### src/sv/qnl_pkg.sv
// Shared constants for the quaternion shortest-arc nlerp pipeline.
// No dependencies; imported by every module of the block.
`default_nettype none
package qnl_pkg;
    localparam int COMPONENT_WIDTH_DEF = 16;
    localparam int WEIGHT_W            = 17;
    localparam logic [WEIGHT_W-1:0] WEIGHT_ONE = 17'd65536;
    localparam int NORM_BITS           = 30;
    localparam int SQ_SUM_W            = 2 * NORM_BITS + 2;
    localparam int ROOT_W              = SQ_SUM_W / 2;
endpackage
`default_nettype wire

### src/sv/qnl_sqrt.sv
// Pipelined integer square root, one result bit per stage, sideband carried along.
// Depends on qnl_pkg.
`default_nettype none
module qnl_sqrt #(
    parameter int IN_W = qnl_pkg::SQ_SUM_W,
    parameter int SB_W = 1
) (
    input  wire logic                 i_clk,
    input  wire logic                 i_rst_n,
    input  wire logic                 i_valid,
    input  wire logic [IN_W-1:0]      i_n,
    input  wire logic [SB_W-1:0]      i_sb,
    output logic                      o_valid,
    output logic [IN_W/2-1:0]         o_root,
    output logic [SB_W-1:0]           o_sb
);
    import qnl_pkg::*;

    localparam int STEPS = IN_W / 2;

    logic [IN_W-1:0] r_n   [STEPS];
    logic [IN_W-1:0] r_res [STEPS];
    logic [SB_W-1:0] r_sb  [STEPS];
    logic            r_vld [STEPS];

    for (genvar s = 0; s < STEPS; s++) begin : g_step
        localparam logic [IN_W-1:0] STEP_BIT =
            {{(IN_W-1){1'b0}}, 1'b1} << (IN_W - 2 - 2 * s);
        logic [IN_W-1:0] w_n, w_res, w_try, n_n, n_res;
        logic [SB_W-1:0] w_sb;
        logic            w_vld;

        if (s == 0) begin : g_first
            assign w_n   = i_n;
            assign w_res = '0;
            assign w_sb  = i_sb;
            assign w_vld = i_valid;
        end else begin : g_next
            assign w_n   = r_n[s-1];
            assign w_res = r_res[s-1];
            assign w_sb  = r_sb[s-1];
            assign w_vld = r_vld[s-1];
        end

        always_comb begin
            w_try = w_res + STEP_BIT;
            if (w_n >= w_try) begin
                n_n   = w_n - w_try;
                n_res = (w_res >> 1) + STEP_BIT;
            end else begin
                n_n   = w_n;
                n_res = w_res >> 1;
            end
        end

        always_ff @(posedge i_clk) begin
            r_n[s]   <= n_n;
            r_res[s] <= n_res;
            r_sb[s]  <= w_sb;
        end

        always_ff @(posedge i_clk) begin
            if (!i_rst_n) begin
                r_vld[s] <= 1'b0;
            end else begin
                r_vld[s] <= w_vld;
            end
        end
    end

    assign o_valid = r_vld[STEPS-1];
    assign o_root  = r_res[STEPS-1][IN_W/2-1:0];
    assign o_sb    = r_sb[STEPS-1];
endmodule
`default_nettype wire

### config.mk
export PLATFORM = sky130hd
export DESIGN_NAME = qnl_sqrt
export DESIGN_NICKNAME = d
export VERILOG_FILES = /design/src/sv/qnl_pkg.sv /design/src/sv/qnl_sqrt.sv
export SDC_FILE = /design/constraint.sdc
export NUM_CORES = 2
export LEC_CHECK = 0
export BUFFER_PORTS_ARGS = -buffer_cell sky130_fd_sc_hd__buf_2
export CORE_UTILIZATION = 63
export DETAILED_ROUTE_END_ITERATION = 10
export PLACE_DENSITY = 0.79
export SLEW_MARGIN = 0
export SYNTH_ARGS = -nofsm -noshare
export SYNTH_HDL_FRONTEND = slang
export SYNTH_SLANG_ARGS = --single-unit
### constraint.sdc
create_clock -name i_clk -period 4.7 [get_ports i_clk]
set_input_delay 0.705 -clock i_clk [delete_from_list [all_inputs] [get_ports i_clk]]
set_output_delay 0.705 -clock i_clk [all_outputs]
set_load 0.005 [all_outputs]
==> out/results.tsv <==
stage	metric	value	unit
sta	post-layout minimum cycle time	4.80	ns
synthesis	post-synth top area cell	dfxtp_1	
global_route	initial antenna violation count	17	
floorplan	std cell rows	139	
synthesis	Post-synth top cells	dfxtp_1 (2418), inv_1 (637), nor2_1 (610), a21oi_1 (581), nand2_1 (569)	
sta	clk_skew	0.100	ns
power	Internal	43.3	mW
synthesis	Seq/Total Area, Yosys	53.1	%
critical_path	CP endpoint kind	register	
synthesis	Syn. warnings	0	
synthesis	synthesized area	91200	um2
detailed_routing	WL/cell	21.9	um
power	P_sw	22.8	mW
power	P per Cell Area	644	nW/um2
critical_path	required time of the critical path	5.30	ns
clock_tree	Clock Sinks	2418	
detailed_routing	post-route ant nets	0	
synthesis	ys async rst share	0	%
synthesis	Mapped Cells	9144	
clock_tree	post-cts gate resize count	0	
finish	nets	9978	
place	I/O Buffers	98	
sta	Hold Vio Cnt, Final	0	
flow_run	MaxCap Viol Count	0	
detailed_routing	via density per instance	5.92	
synthesis	Synth area leaders	dfxtp_1 (53%), ha_1 (7.2%), xnor2_1 (4.1%)	
global_route	total grt overflow	0	
synthesis	count leader, synth	dfxtp_1	
place	dpl hpwl	187	mm
clock_tree	CTS Buffer Depth	3	
finish	fin cells	11500	
clock_tree	H-Tree Depth	4	
synthesis	#FFs+latches synth	2418	
power	Comb pwr share	24.7	%
critical_path	Reg2Reg Setup Slack	-0.1	ns
power	Flop pwr share	45.4	%
global_route	pin count of the biggest net entering global routing	69	
finish	Util after Layout	71.5	%
sta	fmax	208	MHz
synthesis	Yosys cell types	95	
floorplan	io pins	99	
power	clock group share of total power	29.9	%
run_status	failing checks	design-rule violations, negative setup slack	
global_route	first-pass GRT wire length	384	mm
hold_path	Hold Path Class	primary input to register	
place	placed insts	11000	
synthesis	Synth top area share	53.1	%
detailed_routing	first drt pass iteration count	11	
sta	Rel. slew slack	7.16	%
clock_tree	Clock Pin Slew Worst Setup and Hold Paths	0.07	ns
synthesis	Syn Nets	9735	
power	Static Leak	46.7	nW
sta	Final WS setup	-0.0963	ns
power	worst vdd ir	0.000478	V
clock_tree	Clock Latency Late Sink	0.90	ns
sta	Final Cycle Share	102	%
place	Final GP Congestion	1.09	
critical_path	Setup crit start kind	register	
sta	RSZ-0062 raised after global routing	false	
floorplan	total die area	146000	um2
detailed_routing	drt initial violations	6424	
detailed_routing	# DRC	20	
critical_path	CP Class	register to register	
global_route	gr usage total	33.7	%
detailed_routing	via count	68100	
sta	Slew Limit Fails	0	
critical_path	CP arrival	5.39	ns
synthesis	top_reg_cell synth	dfxtp_1	
power	switch share	34.5	%
finish	area of the multi-input gates	39700	um2
floorplan	Die Width	382	um
critical_path	Max FO, Critical Path	9	
global_route	vias in the first global route	66100	
clock_tree	CTS Buf Count	225	
run_status	outcome	finished, violations left	
finish	fraction of layout cells with a size suffix above 1	7.53	%
floorplan	Core Region	144000	um2
clock_tree	CTS tree	built	
floorplan	Die Y	382	um
sta	final setup fails	1	
synthesis	number of synthesized flops with an enable pin	0	
finish	area grow syn2layout	12.6	%
finish	FILL cells	10400	
clock_tree	clk root buf	clkbuf_16	
floorplan	initial cell density of the core	63.5	%
synthesis	synthesized area per cell	9.97	um2
sta	worst slew pin tran	1.38	ns
finish	Reg area	48400	um2
detailed_routing	final WL	252	mm
[critical path, cell delays in order, from the launching register on]
cell and delay, ns:
dfxtp_1 0.77, inv_1 0.10, ha_1 0.39, and4_1 0.26, nor2b_1 0.29, nand2_1 0.13, a31o_2 0.24, and3_1 0.17
inv_1 0.18, nand2b_1 0.27, a221o_1 0.48, nor4_1 0.29, xor2_1 0.98
[repair_timing]
action / CTS / global route
endpoints found under the hold margin: 62 / 0
hold buffers: 62 / 0
setup buffers: 0 / 0
endpoints found under the setup margin: 0 / 0
[through the flow]
stage	hold WS, ns	setup TNS [ns]	power (mW)	cell area, um2	worst slack (ns)
finish	0.173	-0.0963	66.2	103000	-0.0963
global route	0.152	0	69.0	103000	0.0798
floorplan	0.310	0	39.8	91200	1.46
global placement	0.309	0	45.4	93800	0.522
CTS	0.0642	0	65.5	103000	0.504
detailed placement	0.312	0	45.8	93800	0.563
[layout make-up]
type	instances	area share, %
clock buffer	287	6.10
tap	1903	2.32
sequential	2418	47.1
antenna	5	0.0122
timing repair buffer	207	1.45
multi-input combinational	5896	38.7
inverter	639	2.34
clock inverter	140	1.95
[metal layers]
metal | GRT usage (%) | routed length, um | share of wire, % | vias to the layer above
met5 | 0 | 99 | 0.039 | -
met3 | 9.31 | 23400 | 9.3 | 541
met4 | 11.4 | 8340 | 3.3 | 14
met1 | 46.1 | 112000 | 44 | 32400
li1 | - | - | - | 32400
met2 | 51.3 | 108000 | 43 | 2743
[logic make-up (layout without fill, tap and decap cells)]
group	Yosys count	after routing	synth area share [%]
xor+xnor	831	831	7.98
compound gates	1689	1689	11.4
simple gates	2751	2751	15.7
other cells	0	5	0
buf+inv	830	1273	3.45
flops	2418	2418	53.1
mux	100	100	1.22
fa+ha+maj	525	525	7.20
[sequential cells by signal, indices dropped and copies added (netlist names)]
name / flops
r_res: 496
r_n: 1860
r_sb: 31
r_vld: 31
[final timing paths]
path,cells past startpoint,from,end
worst max-delay path,12,r_res[1][346],r_n[1][420]
worst min-delay path,3,i_n[60],r_n[0][60]
worst max register to register,12,r_res[1][346],r_n[1][420]
worst min register to register,0,r_res[1][511],r_res[1][572]
[power by group through the flow]
| stage | registers (mW) | clock network, mW | logic [mW] |
|---|---|---|---|
| final | 30.0 | 19.8 | 16.4 |
| after global placement | 30.0 | 0 | 15.4 |
| after floorplan | 27.8 | 0 | 12.0 |
| after global routing | 30.3 | 20.8 | 17.9 |
| after CTS | 29.7 | 19.9 | 16.0 |
| after detailed placement | 30.1 | 0 | 15.8 |
[placed cells by master, fill, tap and decap left out, types with 66 or more instances in the layout]
cell type,n
a21o_1,168
a21oi_1,580
and2_1,68
buf_2,98
clkbuf_16,225
dfxtp_1,2418
ha_1,525
inv_1,637
mux2_2,86
nand2_1,569
nand2b_1,126
nand3_1,163
nand4_1,157
nor2_1,610
nor2b_1,66
nor3_1,264
nor4_1,306
o21a_1,99
o21ai_0,418
or3_1,91
or4_1,70
xnor2_1,430
xor2_1,401
(Power assumes the default switching activity.)
