`src/sv/qnl_pkg.sv`:
```
// Shared constants for the quaternion shortest-arc nlerp pipeline.
// No dependencies; imported by every module of the block.
`default_nettype none
package qnl_pkg;
    localparam int COMPONENT_WIDTH_DEF = 16;
    localparam int WEIGHT_W            = 17;
    localparam logic [WEIGHT_W-1:0] WEIGHT_ONE = 17'd65536;
    localparam int NORM_BITS           = 30;
    localparam int SQ_SUM_W            = 2 * NORM_BITS + 2;
    localparam int ROOT_W              = SQ_SUM_W / 2;
endpackage
`default_nettype wire

```
`src/sv/qnl_div.sv`:
```
// Pipelined restoring divider for one lane: q = floor((2*v*2^F + len) / (2*len)).
// Depends on qnl_pkg.
`default_nettype none
module qnl_div #(
    parameter int FRAC = qnl_pkg::COMPONENT_WIDTH_DEF - 2,
    parameter int SB_W = 1
) (
    input  wire logic                         i_clk,
    input  wire logic                         i_rst_n,
    input  wire logic                         i_valid,
    input  wire logic [qnl_pkg::NORM_BITS-1:0] i_v,
    input  wire logic [qnl_pkg::ROOT_W-1:0]   i_len,
    input  wire logic [SB_W-1:0]              i_sb,
    output logic                              o_valid,
    output logic [FRAC:0]                     o_q,
    output logic [SB_W-1:0]                   o_sb
);
    import qnl_pkg::*;

    localparam int QW    = FRAC + 1;
    localparam int DW    = ROOT_W + 1;
    localparam int NUM_W = NORM_BITS + QW + 2;

    logic [NUM_W-1:0] w_num;
    logic [DW-1:0]    w_den;

    assign w_num = (NUM_W'(i_v) << QW) + NUM_W'(i_len);
    assign w_den = {i_len, 1'b0};

    logic [DW-1:0]   r_rem [QW];
    logic [QW-1:0]   r_low [QW];
    logic [QW-1:0]   r_q   [QW];
    logic [DW-1:0]   r_den [QW];
    logic [SB_W-1:0] r_sb  [QW];
    logic            r_vld [QW];

    for (genvar s = 0; s < QW; s++) begin : g_step
        logic [DW-1:0]   w_rem, w_d, n_rem;
        logic [QW-1:0]   w_low, w_q, n_q;
        logic [DW:0]     w_try;
        logic [SB_W-1:0] w_sb;
        logic            w_vld;

        if (s == 0) begin : g_first
            assign w_rem = DW'(w_num >> QW);
            assign w_low = w_num[QW-1:0];
            assign w_q   = '0;
            assign w_d   = w_den;
            assign w_sb  = i_sb;
            assign w_vld = i_valid;
        end else begin : g_next
            assign w_rem = r_rem[s-1];
            assign w_low = r_low[s-1];
            assign w_q   = r_q[s-1];
            assign w_d   = r_den[s-1];
            assign w_sb  = r_sb[s-1];
            assign w_vld = r_vld[s-1];
        end

        always_comb begin
            w_try = {w_rem, w_low[QW-1]};
            if (w_try >= {1'b0, w_d}) begin
                n_rem = DW'(w_try - {1'b0, w_d});
                n_q   = {w_q[QW-2:0], 1'b1};
            end else begin
                n_rem = w_try[DW-1:0];
                n_q   = {w_q[QW-2:0], 1'b0};
            end
        end

        always_ff @(posedge i_clk) begin
            r_rem[s] <= n_rem;
            r_low[s] <= w_low << 1;
            r_q[s]   <= n_q;
            r_den[s] <= w_d;
            r_sb[s]  <= w_sb;
        end

        always_ff @(posedge i_clk) begin
            if (!i_rst_n) begin
                r_vld[s] <= 1'b0;
            end else begin
                r_vld[s] <= w_vld;
            end
        end
    end

    assign o_valid = r_vld[QW-1];
    assign o_q     = r_q[QW-1];
    assign o_sb    = r_sb[QW-1];
endmodule
`default_nettype wire

```
`config.mk`:
```
export PLATFORM = sky130hd
export DESIGN_NAME = qnl_div
export DESIGN_NICKNAME = d
export VERILOG_FILES = /design/src/sv/qnl_pkg.sv /design/src/sv/qnl_div.sv
export SDC_FILE = /design/constraint.sdc
export NUM_CORES = 2
export LEC_CHECK = 0
export ABC_AREA = 1
export BUFFER_PORTS_ARGS = -buffer_cell sky130_fd_sc_hd__buf_2
export CAP_MARGIN = 20
export CORE_ASPECT_RATIO = 0.8
export CORE_MARGIN = 8
export CORE_UTILIZATION = 30
export DETAILED_ROUTE_END_ITERATION = 8
export GPL_TIMING_DRIVEN = 0
export PLACE_DENSITY = 0.46
export SYNTH_ARGS = -nofsm -noshare
export SYNTH_HDL_FRONTEND = slang
export SYNTH_SLANG_ARGS = --single-unit
export TNS_END_PERCENT = 30
```
`constraint.sdc`:
```
create_clock -name i_clk -period 4.96 [get_ports i_clk]
set_input_delay 1.24 -clock i_clk [delete_from_list [all_inputs] [get_ports i_clk]]
set_output_delay 1.24 -clock i_clk [all_outputs]
set_load 0.02 [all_outputs]
```
==> results.cfg <==
[cts]
hold_fix_buffers_at_cts = 0
cts_inserted_buffers = 110
clock_tree_from_tritoncts = done
clkLatencyLatePin_ns = 0.77
cts-htree-levels = 3
post_cts.resized_instances = 0
clkTransAtPathRegs_ns = 0.06
cts_sinks = 1018
clock_path_buffers = 3
clock_tree_root_buffer_cell = sky130_fd_sc_hd__clkbuf_16
post-cts-setup-buffers = 0

[cells_and_area]
area_of_combinational_cells_with_multiple_inputs_sq_um = 34900
sequential_cell_area_sq_um = 20400
fillerInstances = 23914
layout_cell_share_with_drive_strength_beyond_1_pct = 4.47
synthToLayoutAreaGrowth_pct = 12.1
stdcell_count = 13419
design.final.nets = 11035
final_util_pct = 33.8

[pwr]
p_sw_share_pct = 50.2
power_frac_seq_pct = 25.9
irDropWorstVdd_mv = 0.301
power.share.combinational_pct = 56.7
switchingPower_mw = 24.9
share_clk_of_total_power_pct = 17.4
power_density_nw_per_um2 = 687
cell_int_power_mw = 24.7
cellLeakagePower_nw = 41.8

[logic_synthesis]
synth_warnings = 0
synth_cells = 10280
synth.lib_cells_used.distinct = 43
count_of_flip_flops_with_a_built_in_enable_after_synthesis = 0
synth_ff_type = sky130_fd_sc_hd__dfxtp_1
post_synth.cell_area_avg_sq_um = 6.27
syn-cell-area_sq_um = 64500
synth-async-reset-ratio_pct = 0
synth_seq_cells = 1018
mappedNetlistNets = 10840
synth.yosys.seq_area_share_pct = 31.6

[floorplanning]
die_height_um = 431
fp.coreArea_sq_um = 214000
top_level_ports = 82
floorplan_die_area_sq_um = 230000
die_w_um = 534
floorplan.rows = 152
initial_utilization_pct = 30.1

[routing]
met2RoutedLength_um = 101000
post_drt_via_cell_ratio = 4.59
met3_length_um = 17100
drtPass1Iterations = 6
totalWireLength_um = 244000
met1_layer_wirelength_in_the_final_routing_um = 120000
antenna_violating_nets_post_route = 0
vias = 61569
drtIter0Drc = 5368
drt_drc_violations_left = 0
routed.top_layer = met5
post_drt_wl_per_cell_um = 18.2

[critical_path]
cpMaxStageDelayCell = sky130_fd_sc_hd__xor2_1
critical_path.endpoint_type = register
worst_path_most_repeated_cell = sky130_fd_sc_hd__nand2_1
worst_setup_path_start_kind = primary input
worstReg2RegEnd = r_rem[0][196]
critPathTopFamily = simple AND/OR/NAND/NOR gates
buf_inv_on_cp = 2
cp_data_required_time_ns = 5.64
worstSetupPathType = primary input to register
critical_path.cell_chain = buf_2, ha_1, fa_1, nand3_1, nand3_1, nand2_1, nand3_1, nand2_1, nand2_1, xor2_1, ha_1, nand2_1, nand2_1, nand2_1, nand2_1, nand2_1, nand2_1, nand2_1, nand3_1, a21oi_2, buf_2, nand3_1, nand2_1
timing.reg2reg.setup_slack_ns = 1.68
crit_path_max_fanout = 10
r2r_start = r_rem[0][160]
worst_ep_arrival_time_ns = 5.39
worstRegToRegCells = 15
critPathMaxStageDelay_ns = 0.58
cp_num_cells = 23

[timing]
grt_setup_unrepaired = false
max_clock_freq_mhz = 213
final_setup_violation_count = 0
final.setup.tns_ns = 0
fin_worst_skew_ns = 0.0399
post-route-period-util_pct = 94.9
timing.max_slew.rel_slack_pct = 47.6
slew_viol_final = 0
worst_pin_slew_ns = 0.785
final.min_clock_period_ns = 4.70
hold_viol = 0

[hold_path]
hold_path.class = register to register
worst_hold_path.endpoint = r_q[1][84]
worst_hold_path.num_cells = 0
timing.hold.worst.start = r_q[1][68]

[grt]
first_global_vias = 57400
grt_start_max_net_pins = 17
antenna_found_initial = 12
global_route_congestion_overflow_total = 0
first_pass_grt_wire_length_um = 361000
grt_util_all_layers_pct = 20.5

[run]
max_cap_violations = 0

[place]
place.gp.congestion = 0.932
place.port_buffers = 81
total_instance_count_after_detailed_placement = 13212
hpwl_after_dpl_um = 208000

[status]
run_status = complete, no violations
==> area by class of cell <==
cell class / count / share of cell area [%]
clock inverters: 67 / 1.06
repair buffers: 83 / 0.582
well taps: 2849 / 4.93
flip-flops and latches: 1018 / 28.2
inverters: 2217 / 11.5
clock buffers: 138 / 4.19
multi-input cells: 6931 / 48.2
plain buffers: 114 / 1.29
diodes: 2 / 0.00692
==> registers in the layout, summed over array words and instances (netlist names) <==
signal  cells
r_rem     448
r_den     317
r_q       120
r_low     103
r_sb       15
r_vld      15
==> logic make-up (layout without fill, tap and decap cells) <==
logic type	after synthesis	in the layout	share of synthesized area [%]
compound gates	466	466	3.83
xor+xnor	203	203	2.76
fa+ha+maj	495	495	9.78
buf+inv	2331	2619	14.3
flops	1018	1018	31.6
other cells	0	2	0
simple gates	5767	5767	37.7
==> cells in the final DEF (no fill, tap or decap), types with 7 or more instances in the layout <==
| master | instances |
|---|---|
| sky130_fd_sc_hd__clkbuf_1 | 27 |
| sky130_fd_sc_hd__nor3_1 | 57 |
| sky130_fd_sc_hd__and2_1 | 123 |
| sky130_fd_sc_hd__or2_2 | 20 |
| sky130_fd_sc_hd__nor2_1 | 579 |
| sky130_fd_sc_hd__a21o_1 | 12 |
| sky130_fd_sc_hd__nand4_1 | 126 |
| sky130_fd_sc_hd__bufinv_16 | 10 |
| sky130_fd_sc_hd__nor2_2 | 19 |
| sky130_fd_sc_hd__buf_6 | 54 |
| sky130_fd_sc_hd__o21ai_1 | 16 |
| sky130_fd_sc_hd__nand3_1 | 907 |
| sky130_fd_sc_hd__o21a_1 | 11 |
| sky130_fd_sc_hd__xnor2_1 | 21 |
| sky130_fd_sc_hd__nand2_2 | 15 |
| sky130_fd_sc_hd__ha_1 | 480 |
| sky130_fd_sc_hd__clkbuf_16 | 111 |
| sky130_fd_sc_hd__dfxtp_1 | 1018 |
| sky130_fd_sc_hd__clkbuf_8 | 15 |
| sky130_fd_sc_hd__buf_2 | 108 |
| sky130_fd_sc_hd__clkinvlp_4 | 11 |
| sky130_fd_sc_hd__a21oi_1 | 268 |
| sky130_fd_sc_hd__inv_1 | 2212 |
| sky130_fd_sc_hd__inv_6 | 17 |
| sky130_fd_sc_hd__clkinv_2 | 15 |
| sky130_fd_sc_hd__nor3_2 | 14 |
| sky130_fd_sc_hd__buf_4 | 19 |
| sky130_fd_sc_hd__xor2_1 | 182 |
| sky130_fd_sc_hd__nand3b_1 | 83 |
| sky130_fd_sc_hd__fa_1 | 15 |
| sky130_fd_sc_hd__nand2_1 | 3761 |
| sky130_fd_sc_hd__nand3_2 | 12 |
| sky130_fd_sc_hd__and3_1 | 28 |
| sky130_fd_sc_hd__o21bai_1 | 22 |
| sky130_fd_sc_hd__clkinv_4 | 7 |
| sky130_fd_sc_hd__o21ai_0 | 129 |
==> cell usage after synthesis, types with 22 or more instances <==
| master | n | share of area (%) |
|---|---|---|
| sky130_fd_sc_hd__inv_1 | 2212 | 13 |
| sky130_fd_sc_hd__nand3_1 | 907 | 7.0 |
| sky130_fd_sc_hd__a21oi_1 | 268 | 2.1 |
| sky130_fd_sc_hd__nor3_1 | 57 | 0.44 |
| sky130_fd_sc_hd__buf_2 | 27 | 0.21 |
| sky130_fd_sc_hd__o21ai_0 | 129 | 1.0 |
| sky130_fd_sc_hd__and3_1 | 28 | 0.27 |
| sky130_fd_sc_hd__nand4_1 | 126 | 1.2 |
| sky130_fd_sc_hd__dfxtp_1 | 1018 | 32 |
| sky130_fd_sc_hd__nand2_1 | 3761 | 22 |
| sky130_fd_sc_hd__o21bai_1 | 22 | 0.26 |
| sky130_fd_sc_hd__ha_1 | 480 | 9.3 |
| sky130_fd_sc_hd__xor2_1 | 182 | 2.5 |
| sky130_fd_sc_hd__and2_1 | 123 | 1.2 |
| sky130_fd_sc_hd__nand3b_1 | 83 | 0.97 |
| sky130_fd_sc_hd__nor2_1 | 579 | 3.4 |
| sky130_fd_sc_hd__buf_6 | 54 | 0.94 |
==> power by group through the flow <==
| stage | Combinational, mW | Clock [mW] | Sequential (mW) |
|---|---|---|---|
| after floorplan | 19.3 | 0 | 11.9 |
| after global placement | 27.7 | 0 | 13.1 |
| after detailed placement | 27.7 | 0 | 13.1 |
| after CTS | 27.9 | 8.93 | 12.9 |
| after global routing | 31.5 | 9.28 | 13.1 |
| final | 28.2 | 8.62 | 12.9 |
==> worst max-delay path by stage <==
stage          startpoint            to  slack, ns
2_1_floorplan      i_v[0]  r_rem[0][25]       1.01
3_3_place_gp    i_len[15]  r_rem[0][29]      -0.36
3_5_place_dp    i_len[15]  r_rem[0][29]      -0.31
4_1_cts         i_len[15]  r_rem[0][29]       0.49
5_1_grt         i_len[15]  r_rem[0][29]       0.13
6_report        i_len[15]  r_rem[0][29]       0.26
==> through the flow <==
step                hold slack (ns)  setup WS (ns)  power [mW]  instance area (sq um)
finish                        0.322          0.255        49.6                  72300
global route                  0.325          0.135        53.9                  72300
CTS                           0.321          0.491        49.7                  72300
detailed placement            0.312         -0.311        40.8                  68500
global placement              0.310         -0.364        40.8                  68500
floorplan                     0.310           1.01        31.2                  64500
==> metal layers <==
metal / global-route usage, % / up-vias
met3: 3.54 / 270
met4: 4.79 / 2
met2: 31.2 / 1831
li1: - / 31616
met5: 0 / -
met1: 30.1 / 27850
No activity file was read; power rests on OpenSTA's default activity.
